--- config.mk ---
export PLATFORM = sky130hd
export DESIGN_NAME = rme_mulmod
export DESIGN_NICKNAME = d
export VERILOG_FILES = /design/src/hw/rtl/rme_pkg.sv /design/src/hw/rtl/rme_mulmod.sv
export SDC_FILE = /design/constraint.sdc
export NUM_CORES = 1
export LEC_CHECK = 0
export ABC_CLOCK_PERIOD_IN_PS = 9920
export BUFFER_PORTS_ARGS = -buffer_cell sky130_fd_sc_hd__clkbuf_2
export CORE_ASPECT_RATIO = 0.5
export CORE_MARGIN = 1
export CORE_UTILIZATION = 50
export DETAILED_ROUTE_END_ITERATION = 6
export GPL_ROUTABILITY_DRIVEN = 0
export MAX_ROUTING_LAYER = met4
export PLACE_DENSITY = 0.77
export SLEW_MARGIN = 25
export SYNTH_ARGS = -nofsm -noshare
export SYNTH_HDL_FRONTEND = slang
export SYNTH_SLANG_ARGS = --single-unit
--- constraint.sdc ---
create_clock -name clock -period 9.92 [get_ports clock]
set_input_delay 1.488 -clock clock [delete_from_list [all_inputs] [get_ports clock]]
set_output_delay 1.488 -clock clock [all_outputs]
set_load 0.05 [all_outputs]
--- src/hw/rtl/rme_pkg.sv ---
`timescale 1ns / 1ps

package rme_pkg;

   // Width of the modulus, exponent and residue magnitude.
   localparam int MOD_BITS = 27;

   // Width of the signed symbol field.
   localparam int SYM_W = MOD_BITS + 2;

   // Offset between a character code and the value that is exponentiated.
   localparam int SYMBOL_OFFSET = 96;

   // Packed stream widths, rounded up to whole bytes.
   localparam int REQ_DATA_W = ((MOD_BITS + 1 + 7) / 8) * 8;
   localparam int RSP_DATA_W = ((2 * MOD_BITS + 3 + 7) / 8) * 8;

   // Bit-serial multiplier step counter: it counts MOD_BITS + 1 multiplier bits.
   localparam int STEP_W = $clog2(MOD_BITS + 2);

   // Configuration register indexes.
   localparam logic [1:0] CSR_ENC_MODULUS  = 2'd0;
   localparam logic [1:0] CSR_ENC_EXPONENT = 2'd1;
   localparam logic [1:0] CSR_DEC_MODULUS  = 2'd2;
   localparam logic [1:0] CSR_DEC_EXPONENT = 2'd3;

   // Operation selected by the tuser bit of an input item.
   localparam logic KIND_ENCRYPT = 1'b0;

   // Sequencer states of the top level.
   typedef enum logic [2:0] {
      ST_IDLE,
      ST_PREP,
      ST_REDUCE,
      ST_CHECK,
      ST_MUL,
      ST_EMIT
   } state_type;

endpackage

--- src/hw/rtl/rme_mulmod.sv ---
`timescale 1ns / 1ps

// Bit-serial modular multiplier: p = (a * b) mod n, with a < n and n >= 2.
// The multiplier b is scanned from its top bit down, one bit per cycle, over
// MOD_BITS + 1 bits. The product is valid while done is high.
module rme_mulmod
   import rme_pkg::*;
(
   input  logic                clock,
   input  logic                reset,
   input  logic                start,
   input  logic [MOD_BITS-1:0] a,
   input  logic [MOD_BITS:0]   b,
   input  logic [MOD_BITS-1:0] n,
   output logic                done,
   output logic [MOD_BITS-1:0] p
);

   logic                busy_ff, busy_in;
   logic                done_ff, done_in;
   logic [STEP_W-1:0]   cnt_ff, cnt_in;
   logic [MOD_BITS-1:0] acc_ff, acc_in;
   logic [MOD_BITS-1:0] a_ff, a_in;
   logic [MOD_BITS-1:0] n_ff, n_in;
   logic [MOD_BITS:0]   b_ff, b_in;

   logic [MOD_BITS:0]   dbl;
   logic [MOD_BITS:0]   dbl_red;
   logic [MOD_BITS:0]   sum;
   logic [MOD_BITS:0]   sum_red;
   logic [MOD_BITS:0]   n_ext;

   // One step: double the partial product, reduce, add a if the bit is set, reduce.
   always_comb begin
      n_ext   = {1'b0, n_ff};
      dbl     = {acc_ff, 1'b0};
      dbl_red = (dbl >= n_ext) ? dbl - n_ext : dbl;
      sum     = dbl_red + (b_ff[MOD_BITS] ? {1'b0, a_ff} : '0);
      sum_red = (sum >= n_ext) ? sum - n_ext : sum;
   end

   // Step control and operand loading.
   always_comb begin
      busy_in = busy_ff;
      done_in = 1'b0;
      cnt_in  = cnt_ff;
      acc_in  = acc_ff;
      a_in    = a_ff;
      n_in    = n_ff;
      b_in    = b_ff;
      if (start) begin
         busy_in = 1'b1;
         cnt_in  = '0;
         acc_in  = '0;
         a_in    = a;
         n_in    = n;
         b_in    = b;
      end else if (busy_ff) begin
         acc_in = sum_red[MOD_BITS-1:0];
         b_in   = {b_ff[MOD_BITS-1:0], 1'b0};
         cnt_in = cnt_ff + 1'b1;
         if (cnt_ff == STEP_W'(MOD_BITS)) begin
            busy_in = 1'b0;
            done_in = 1'b1;
         end
      end
   end

   always_ff @(posedge clock) begin
      if (reset) begin
         busy_ff <= 1'b0;
         done_ff <= 1'b0;
      end else begin
         busy_ff <= busy_in;
         done_ff <= done_in;
      end
      cnt_ff <= cnt_in;
      acc_ff <= acc_in;
      a_ff   <= a_in;
      n_ff   <= n_in;
      b_ff   <= b_in;
   end

   assign done = done_ff;
   assign p    = acc_ff;

endmodule

==> reports/qor.csv, run 1 <==
metric,value,unit
status,"complete, no violations",
CTS Sinks,116,
number of distinct library cells after synthesis,70,
largest net degree at the start of global routing,70,
peak fanout along the critical path,41,
sequential fraction of the synthesis area,0.358,
area share of the largest cell type after synthesis,0.281,
"top cells by area, synth","edfxtp_1 28%, ha_1 12%, dfxtp_1 7.8%, xnor2_1 4.9%, mux2_2 4.9%",
Chip Width,189,um
initial antenna violation count,0,
worst-case clock buffer depth,2,
Most used DFF post-synth,edfxtp_1,
hold slack,0.522,ns
LEAKAGE,4.43,nW
synth cell count leaders,"89 x nor2_1, 85 x a21oi_1, 83 x ha_1, 82 x edfxtp_1, 53 x inv_1",
Initial DRC Count,603,
# DRC,0,
Setup Total Neg Slack,0,ns
Power Total,0.00400,W
Mean Syn Cell Area,9.55,um2
GRT overflow,0,
final WL,22.3,mm
PostCTS Resize Cnt,0,
FF-to-FF setup slack,1.20,ns
element type at the critical path end,flip-flop,
"Cell Area, Placed",9520,um2
Core Box Area,16800,um2
HP Class,reg2reg,
Post-synth EDFFs,82,
RSZ-0062 raised after global routing,false,
GR Util met3,0.0747,
Final Hold Vio Count,0,
synthesis-to-finish area growth,14.9,%
Yosys reg bits,116,
DIE AREA,18100,um2
Detailed Place HPWL,16.7,mm
Worst Setup Start Kind,flip-flop,
Cells after Synth,919,
post-synthesis cell area,8770,um2
clk_lat worst skew,0.43,ns
global-route track usage on met2,0.396,
Worst R2R Path Depth,29,
Diodes inserted,0,
worst r2r src,p[0],
crit path capture,p[22],
H-tree Lvls,4,
post-DR wirelength/cell,17.6,um
Rows,33,
fmax,0.115,GHz
"FFs w/ async S/R, synth",0,
hold path cells,2,
CTS buffer count,17,
Via Count,7381,
Syn Nets,1090,
Final Cell Area,10100,um2
final setup violation count,0,
clock-pin slew on the worst setup and hold paths,0.07,ns
top-count cell post-synth,nor2_1,
CP arrival,9.01,ns
GRT Overall Usage,0.261,
setup bufs post-CTS,0,
root buffer cell,clkbuf_16,
minimum clock period,8.72,ns
Initial Util,0.523,
max-slew violations,0,
Least-Margin Pin Slew,0.956,ns
Setup crit start,p[0],
Crit Path Category,reg2reg,
die height,95.7,um
Max rail drop VDD,229,uV
fin nets,1196,
GR Util met1,0.345,
Layout Skew,0.0164,ns
Worst slew margin,0.360,
hold_buf cts,0,
cell taking the most area after synthesis,edfxtp_1,
"Period Utilization, post-route",0.879,
layout cells sized above 1,0.195,
GR peak layer,met2,
crit-path max cell delay,0.80,ns
max cap viols,0,
Final ANT Viol Nets,0,
PortBufs,112,
first-pass GRT wire length,35.5,mm
Critical Path RT,10.21,ns
CTS tree,yes,
num ports,113,
Crit-path slowest cell,or2_2,
vias in the first global route,7044,
drt pass-1 iters,5,
power density over the cells,396,nW/um2
capturing point of the worst reg2reg path,p[22],
drt via density,5.83,
YS warnings,0,
logic make-up (layout without fill, tap and decap cells):
group / Yosys count / in the layout / synth area share
fa+ha+maj: 86 / 86 / 0.125
xor+xnor: 71 / 71 / 0.0709
flops: 116 / 116 / 0.358
compound gates: 259 / 259 / 0.196
simple gates: 244 / 244 / 0.136
mux: 62 / 62 / 0.0763
buf+inv: 81 / 200 / 0.0372
through the flow:
step / std cells / worst slack, ns / util
2_1_floorplan: 919 / 2.56 / -
3_3_place_gp: 1233 / 1.71 / 0.568
3_5_place_dp: 1233 / 1.40 / 0.568
4_1_cts: 1265 / 1.34 / 0.602
5_1_grt: 1265 / 0.722 / 0.602
6_report: 1265 / 1.20 / 0.602
power breakdown:
group | switching [W] | internal (W)
clock network | 0.000246 | 0.000353
logic | 0.00163 | 0.00111
registers | 0.0000602 | 0.000594
total | 0.00194 | 0.00206
layout make-up:
cell class	count	area, um2
tap	227	284
fill	1452	6680
timing repair buffer	115	586
clock buffer	18	439
multi-input combinational	722	5310
sequential	116	3140
clock inverter	14	130
inverter	53	199
worst max-delay path, delay by kind of cell, from the launching register on:
family,cells,cell delay [ns]
adder cells (fa/ha/maj),3,1.19
AO/OA/AOI/OAI,13,3.01
AND/OR/NAND/NOR,8,2.64
XOR/XNOR,1,0.16
buffers and inverters,2,0.50
multiplexers,2,0.67
flip-flops,1,0.39
cell usage in the layout, fill, tap and decap left out, types with 4 or more instances in the layout:
cell and n:
a21oi_1 85, clkinv_4 6, xor2_1 22, nand3_1 20, xnor2_1 49, a31oi_1 5, mux2_2 38, clkbuf_16 17
ha_1 83, mux2i_1 23, nand2_1 41, nor2b_1 10, o211ai_1 7, nor2_1 89, o21ai_0 40, and2_1 30
nand4_1 14, a211oi_1 22, dfxtp_1 34, inv_1 52, o31ai_1 5, nand2b_1 12, nor3_1 10, clkbuf_2 111
edfxtp_1 82, o31a_1 5, buf_4 4, o21bai_1 9, o21a_1 11, a21o_1 29
state kept, by name, indices dropped and copies added (netlist names):
name / count
b_ff: 28
busy_ff: 1
done: 1
p: 27
a_ff: 27
cnt_ff: 5
n_ff: 27
routing by layer:
layer	share of wire	wire length (um)	up-vias
met5	0	0	-
met2	0.43	9660	291
met4	0.014	313	0
li1	-	-	3620
met1	0.47	10500	3433
met3	0.081	1800	37
worst min path at each step:
stage	startpoint	endpoint	slack, ns
floorplan	cnt_ff[4]	cnt_ff[4]	0.48
global placement	cnt_ff[4]	cnt_ff[4]	0.50
detailed placement	p[7]	p[7]	0.51
CTS	p[7]	p[7]	0.52
global route	p[10]	p[10]	0.55
finish	p[8]	p[8]	0.52
(Power assumes the default switching activity.)
==> run 2, diff against run 1 <==
- ABC_CLOCK_PERIOD_IN_PS: 9920 -> 8400
- BUFFER_PORTS_ARGS: -buffer_cell sky130_fd_sc_hd__clkbuf_2 -> -buffer_cell sky130_fd_sc_hd__buf_2
- MAX_ROUTING_LAYER: met4 -> default
- clock period: 9.92 -> 8.4 ns (I/O delays scaled with it)
==> reports/qor.csv, run 2 (synthesis gave the netlist of run 1 again) <==
metric,value,unit,change
status,"complete, no violations",,
worst r2r src,n_ff[0],,
layout cells sized above 1,0.199,,+0.00406
"CP delay by family, top",compound AO/OA/AOI/OAI gates,,
Final Util,0.608,,+0.00605
CTS tree,yes,,
largest net degree at the start of global routing,71,,+1.4%
RSZ-0062 raised after global routing,false,,
FF-to-FF setup slack,0.46,ns,-0.74 ns
Initial Util,0.523,,unchanged
clock power share,0.152,,+0.002
Power Total,0.00480,W,+20%
register with the most flip-flops,b_ff,,
minimum clock period,7.94,ns,-0.779 ns
clock-pin slew on the worst setup and hold paths,0.07,ns,about the same
PortBufs,112,,unchanged
drt pass-1 iters,5,,unchanged
first-pass GRT wire length,35.8,mm,+0.64%
power density over the cells,471,nW/um2,+19%
max cap viols,0,,unchanged
drt via density,5.87,,+0.63%
Final Cell Area,10200,um2,+1.0%
HP Class,reg2reg,,
Layout Skew,0.0137,ns,-0.00275 ns
area of the multi-input gates,5310,um2,+0.17%
element type at the critical path end,flip-flop,,
capturing point of the worst reg2reg path,p[6],,
Crit Path Category,reg2reg,,
stages on the worst setup path,29,,unchanged
final WL,22.5,mm,+0.81%
Logic pwr share,0.687,,about the same
GRT Overall Usage,0.256,,-0.00497
Diodes inserted,0,,unchanged
"commonest cells after routing, fill and taps aside","111 x buf_2, 89 x nor2_1, 85 x a21oi_1",,
fillcell total,1471,,+1.3%
Worst R2R Path Depth,29,,unchanged
GR peak layer,met2,,
Via Count,7480,,+1.3%
Flop pwr share,0.161,,-0.002
CP bufs+invs,2,,unchanged
Detailed Place HPWL,16.9,mm,+0.78%
die height,95.7,um,unchanged
initial antenna violation count,0,,unchanged
Rows,33,,unchanged
Worst Setup Start Kind,flip-flop,,
"Period Utilization, post-route",0.945,,+0.0663
crit-path max cell delay,0.58,ns,-0.22 ns
Worst slew margin,0.349,,-0.0116
worst hold endpoint,p[9],,
P_int,0.00251,W,+22%
Sw Pwr,0.00229,W,+18%
fmax,0.126,GHz,+9.8%
post-DR wirelength/cell,17.6,um,about the same
global-route track usage on met2,0.409,,+0.0138
"most common cell after layout, fill and taps aside",buf_2,,
GR Util met3,0.0688,,-0.00589
Max rail drop VDD,237,uV,+3.3%
vias in the first global route,7104,,+0.85%
Critical Path RT,8.67,ns,-1.54 ns
Net Sw Frac,0.477,,-0.00811
Layout Cells excl Fill,1274,,+0.71%
H-tree Lvls,4,,unchanged
max FFs per register,28,,unchanged
root buffer cell,clkbuf_16,,
Chip Width,189,um,unchanged
Initial DRC Count,576,,-4.5%
CTS buffer count,17,,unchanged
Final Hold Vio Count,0,,unchanged
Crit-path slowest cell,or4_1,,
max-slew violations,0,,unchanged
DIE AREA,18100,um2,unchanged
"Cell Area, Placed",9560,um2,+0.45%
GR Util met1,0.341,,-0.00411
synthesis-to-finish area growth,16.1,%,
fin nets,1205,,+0.75%
CP arrival,8.21,ns,-0.80 ns
clk_lat worst skew,0.43,ns,about the same
num ports,113,,unchanged
Setup Total Neg Slack,0,ns,unchanged
Cells after DPL,1237,,+0.32%
Final ANT Viol Nets,0,,unchanged
peak fanout along the critical path,10,,-76%
storage element area,3140,um2,unchanged
GRT overflow,0,,unchanged
# DRC,0,,unchanged
final setup violation count,0,,unchanged
Hold Startpoint,p[9],,
hold path cells,2,,unchanged
worst-case clock buffer depth,2,,unchanged
LEAKAGE,4.48,nW,+1.0%
CTS Sinks,116,,unchanged
Least-Margin Pin Slew,0.974,ns,+0.0173 ns
Core Box Area,16800,um2,unchanged
-- run 2: cell count changes in the layout (fill, tap and decap cells not counted), sizes merged --
cell	change
buf	+120
bufinv	+1
clkbuf	-112
clkinv	+1
inv	-1
-- run 2: through the flow --
step / worst slack [ns] / hold WS [ns]
2_1_floorplan: 1.04 / 0.479
3_3_place_gp: 0.680 / 0.500
3_5_place_dp: 0.296 / 0.504
4_1_cts: 0.248 / 0.512
5_1_grt: 0.0697 / 0.541
6_report: 0.459 / 0.521
-- run 2: how the worst max path moves through the flow --
| stage | start | endpoint | slack, ns |
|---|---|---|---|
| final | n_ff[0] | p[6] | 0.46 |
| after CTS | n_ff[0] | p[18] | 0.25 |
| after global routing | n_ff[0] | p[3] | 0.07 |
| after global placement | n_ff[0] | p[23] | 0.68 |
| after detailed placement | n_ff[0] | p[6] | 0.30 |
| after floorplan | p[0] | p[24] | 1.04 |
-- run 2: tightest hold or removal path, stage by stage, from the launching register on --
cell	delay [ns]
dfxtp_1	0.34
nand2_1	0.06
o21ai_0	0.07
-- run 2: repair_timing --
item                       CTS  global route
hold buffers                 0             0
gates resized for setup      0             3
setup buffers                0             5
setup endpoints to repair    0            27
-- run 2: power groups by stage --
stage | combinational [W] | clock (W) | sequential [W]
final | 0.00330 | 0.000729 | 0.000771
after global routing | 0.00361 | 0.000760 | 0.000781
after CTS | 0.00322 | 0.000738 | 0.000770
after detailed placement | 0.00319 | 0 | 0.000781
after global placement | 0.00311 | 0 | 0.000779
after floorplan | 0.00242 | 0 | 0.000907
-- run 2: area by class of cell --
| cell class | instances | share of cell area |
|---|---|---|
| multi-input cells | 722 | 0.522 |
| flip-flops and latches | 116 | 0.309 |
| repair buffers | 124 | 0.0653 |
| clock buffers | 17 | 0.0418 |
| well taps | 227 | 0.0279 |
| inverters | 53 | 0.0195 |
| clock inverters | 15 | 0.0154 |
-- run 2: metal layers --
metal	part of all wire	routed length [um]
met5	0	0
met4	0.015	337
met2	0.44	9830
met1	0.46	10400
met3	0.084	1890
==> run 3, diff against run 2 <==
- CORE_ASPECT_RATIO: 0.5 -> 1.25
==> reports/qor.csv, run 3 (synthesis gave the netlist of run 1 again) <==
metric,value,unit,change
Worst R2R Path Depth,31,,+6.9%
Final ANT Viol Nets,0,,unchanged
worst-case clock buffer depth,2,,unchanged
CTS tree,yes,,
HP Class,reg2reg,,
max-slew violations,0,,unchanged
Worst slew margin,0.358,,+0.00949
layout cells sized above 1,0.198,,-0.000577
Least-Margin Pin Slew,0.957,ns,-0.0166 ns
"commonest cells after routing, fill and taps aside","111 x buf_2, 89 x nor2_1, 85 x a21oi_1",,
CTS Sinks,116,,unchanged
worst r2r src,p[0],,
initial antenna violation count,0,,unchanged
Critical Path RT,8.72,ns,+0.05 ns
final WL,22.4,mm,-0.44%
vias in the first global route,7313,,+2.9%
die height,150,um,+57%
hold path cells,2,,unchanged
"Period Utilization, post-route",0.931,,-0.0139
Setup Total Neg Slack,0,ns,unchanged
minimum clock period,7.82,ns,-0.117 ns
Detailed Place HPWL,16.9,mm,+0.25%
clock-pin slew on the worst setup and hold paths,0.06,ns,about the same
CTS buffer count,17,,unchanged
drt via density,5.81,,-1.1%
Initial Util,0.517,,-0.00656
Worst Setup Start Kind,flip-flop,,
GRT overflow,0,,unchanged
worst hold endpoint,p[5],,
FF-to-FF setup slack,0.58,ns,+0.12 ns
PortBufs,112,,unchanged
area of the multi-input gates,5330,um2,+0.33%
Diodes inserted,0,,unchanged
Via Count,7344,,-1.8%
synthesis-to-finish area growth,15.9,%,
LEAKAGE,4.47,nW,about the same
GRT Overall Usage,0.255,,-0.00121
Layout Skew,0.0102,ns,-0.00349 ns
Setup crit start,p[0],,
Max rail drop VDD,215,uV,-9.0%
Crit-path slowest cell,or4_1,,
RSZ-0062 raised after global routing,false,,
Hold Startpoint,p[5],,
Power Total,0.00477,W,-0.72%
element type at the critical path end,flip-flop,,
# DRC,0,,unchanged
peak fanout along the critical path,14,,+4
crit-path max cell delay,0.55,ns,-0.03 ns
hold_buf cts,0,,unchanged
status,"complete, no violations",,
Core Box Area,17000,um2,+1.3%
post-DR wirelength/cell,17.7,um,+0.27%
clk_lat worst skew,0.42,ns,about the same
final setup violation count,0,,unchanged
capturing point of the worst reg2reg path,p[15],,
"most common cell after layout, fill and taps aside",buf_2,,
DIE AREA,18100,um2,-0.16%
first-pass GRT wire length,35.6,mm,-0.50%
Rows,53,,+61%
register with the most flip-flops,b_ff,,
fmax,0.128,GHz,+1.5%
fillcell total,1488,,+1.2%
drt pass-1 iters,5,,unchanged
num ports,113,,unchanged
CP arrival,8.14,ns,-0.07 ns
Final Hold Vio Count,0,,unchanged
max FFs per register,28,,unchanged
root buffer cell,clkbuf_16,,
storage element area,3140,um2,unchanged
H-tree Lvls,4,,unchanged
Chip Width,120,um,-36%
power density over the cells,469,nW/um2,-0.56%
Crit Path Category,reg2reg,,
fin nets,1203,,-0.17%
largest net degree at the start of global routing,49,,-31%
max cap viols,0,,unchanged
Initial DRC Count,422,,-27%
==> run 3: timing repair <==
item | 4_1_cts | 5_1_grt
setup buffers | 0 | 1
endpoints found under the setup margin | 0 | 27
resized for setup | 0 | 4
==> run 3: cell type report <==
cell class	count	area share
multi-input cells	723	0.524
flip-flops and latches	116	0.309
well taps	220	0.0271
repair buffers	121	0.0645
clock buffers	19	0.0426
inverters	53	0.0196
clock inverters	13	0.0132
==> run 3: stage by stage <==
stage	instances	worst slack, ns	utilization	hold WS [ns]	cell area [um2]
floorplan	919	1.04	-	0.479	8770
global placement	1231	0.549	0.563	0.486	9560
detailed placement	1231	0.277	0.563	0.497	9560
CTS	1263	0.222	0.596	0.507	10100
global route	1265	0.0343	0.599	0.545	10200
finish	1265	0.575	0.599	0.513	10200
==> run 3: how the worst max path moves through the flow <==
stage                        to
after detailed placement  p[15]
after floorplan           p[24]
after global routing      p[15]
after CTS                 p[15]
final                     p[15]
after global placement    p[15]
==> run 3: report_power, final <==
part           internal (W)  switching (W)  total, W
combinational       0.00137        0.00192   0.00329
sequential         0.000701      0.0000724  0.000774
clock              0.000435       0.000271  0.000706
==> run 3: critical path: cells and delay by family, from the launching register on <==
| family | cells | cell delay (ns) |
|---|---|---|
| AO/OA/AOI/OAI | 13 | 3.04 |
| XOR/XNOR | 1 | 0.10 |
| adder cells (fa/ha/maj) | 3 | 1.17 |
| buffers and inverters | 3 | 0.46 |
| flip-flops | 1 | 0.39 |
| multiplexers | 1 | 0.33 |
| AND/OR/NAND/NOR | 10 | 2.19 |
==> run 3: layer usage <==
metal  global-route usage  vias to the layer above  part of all wire
met1                0.281                     3440              0.40
met3               0.0530                       57             0.054
li1                     -                     3622                 -
met5                    0                        -                 0
met2                0.456                      225              0.51
met4                0.143                        0             0.042
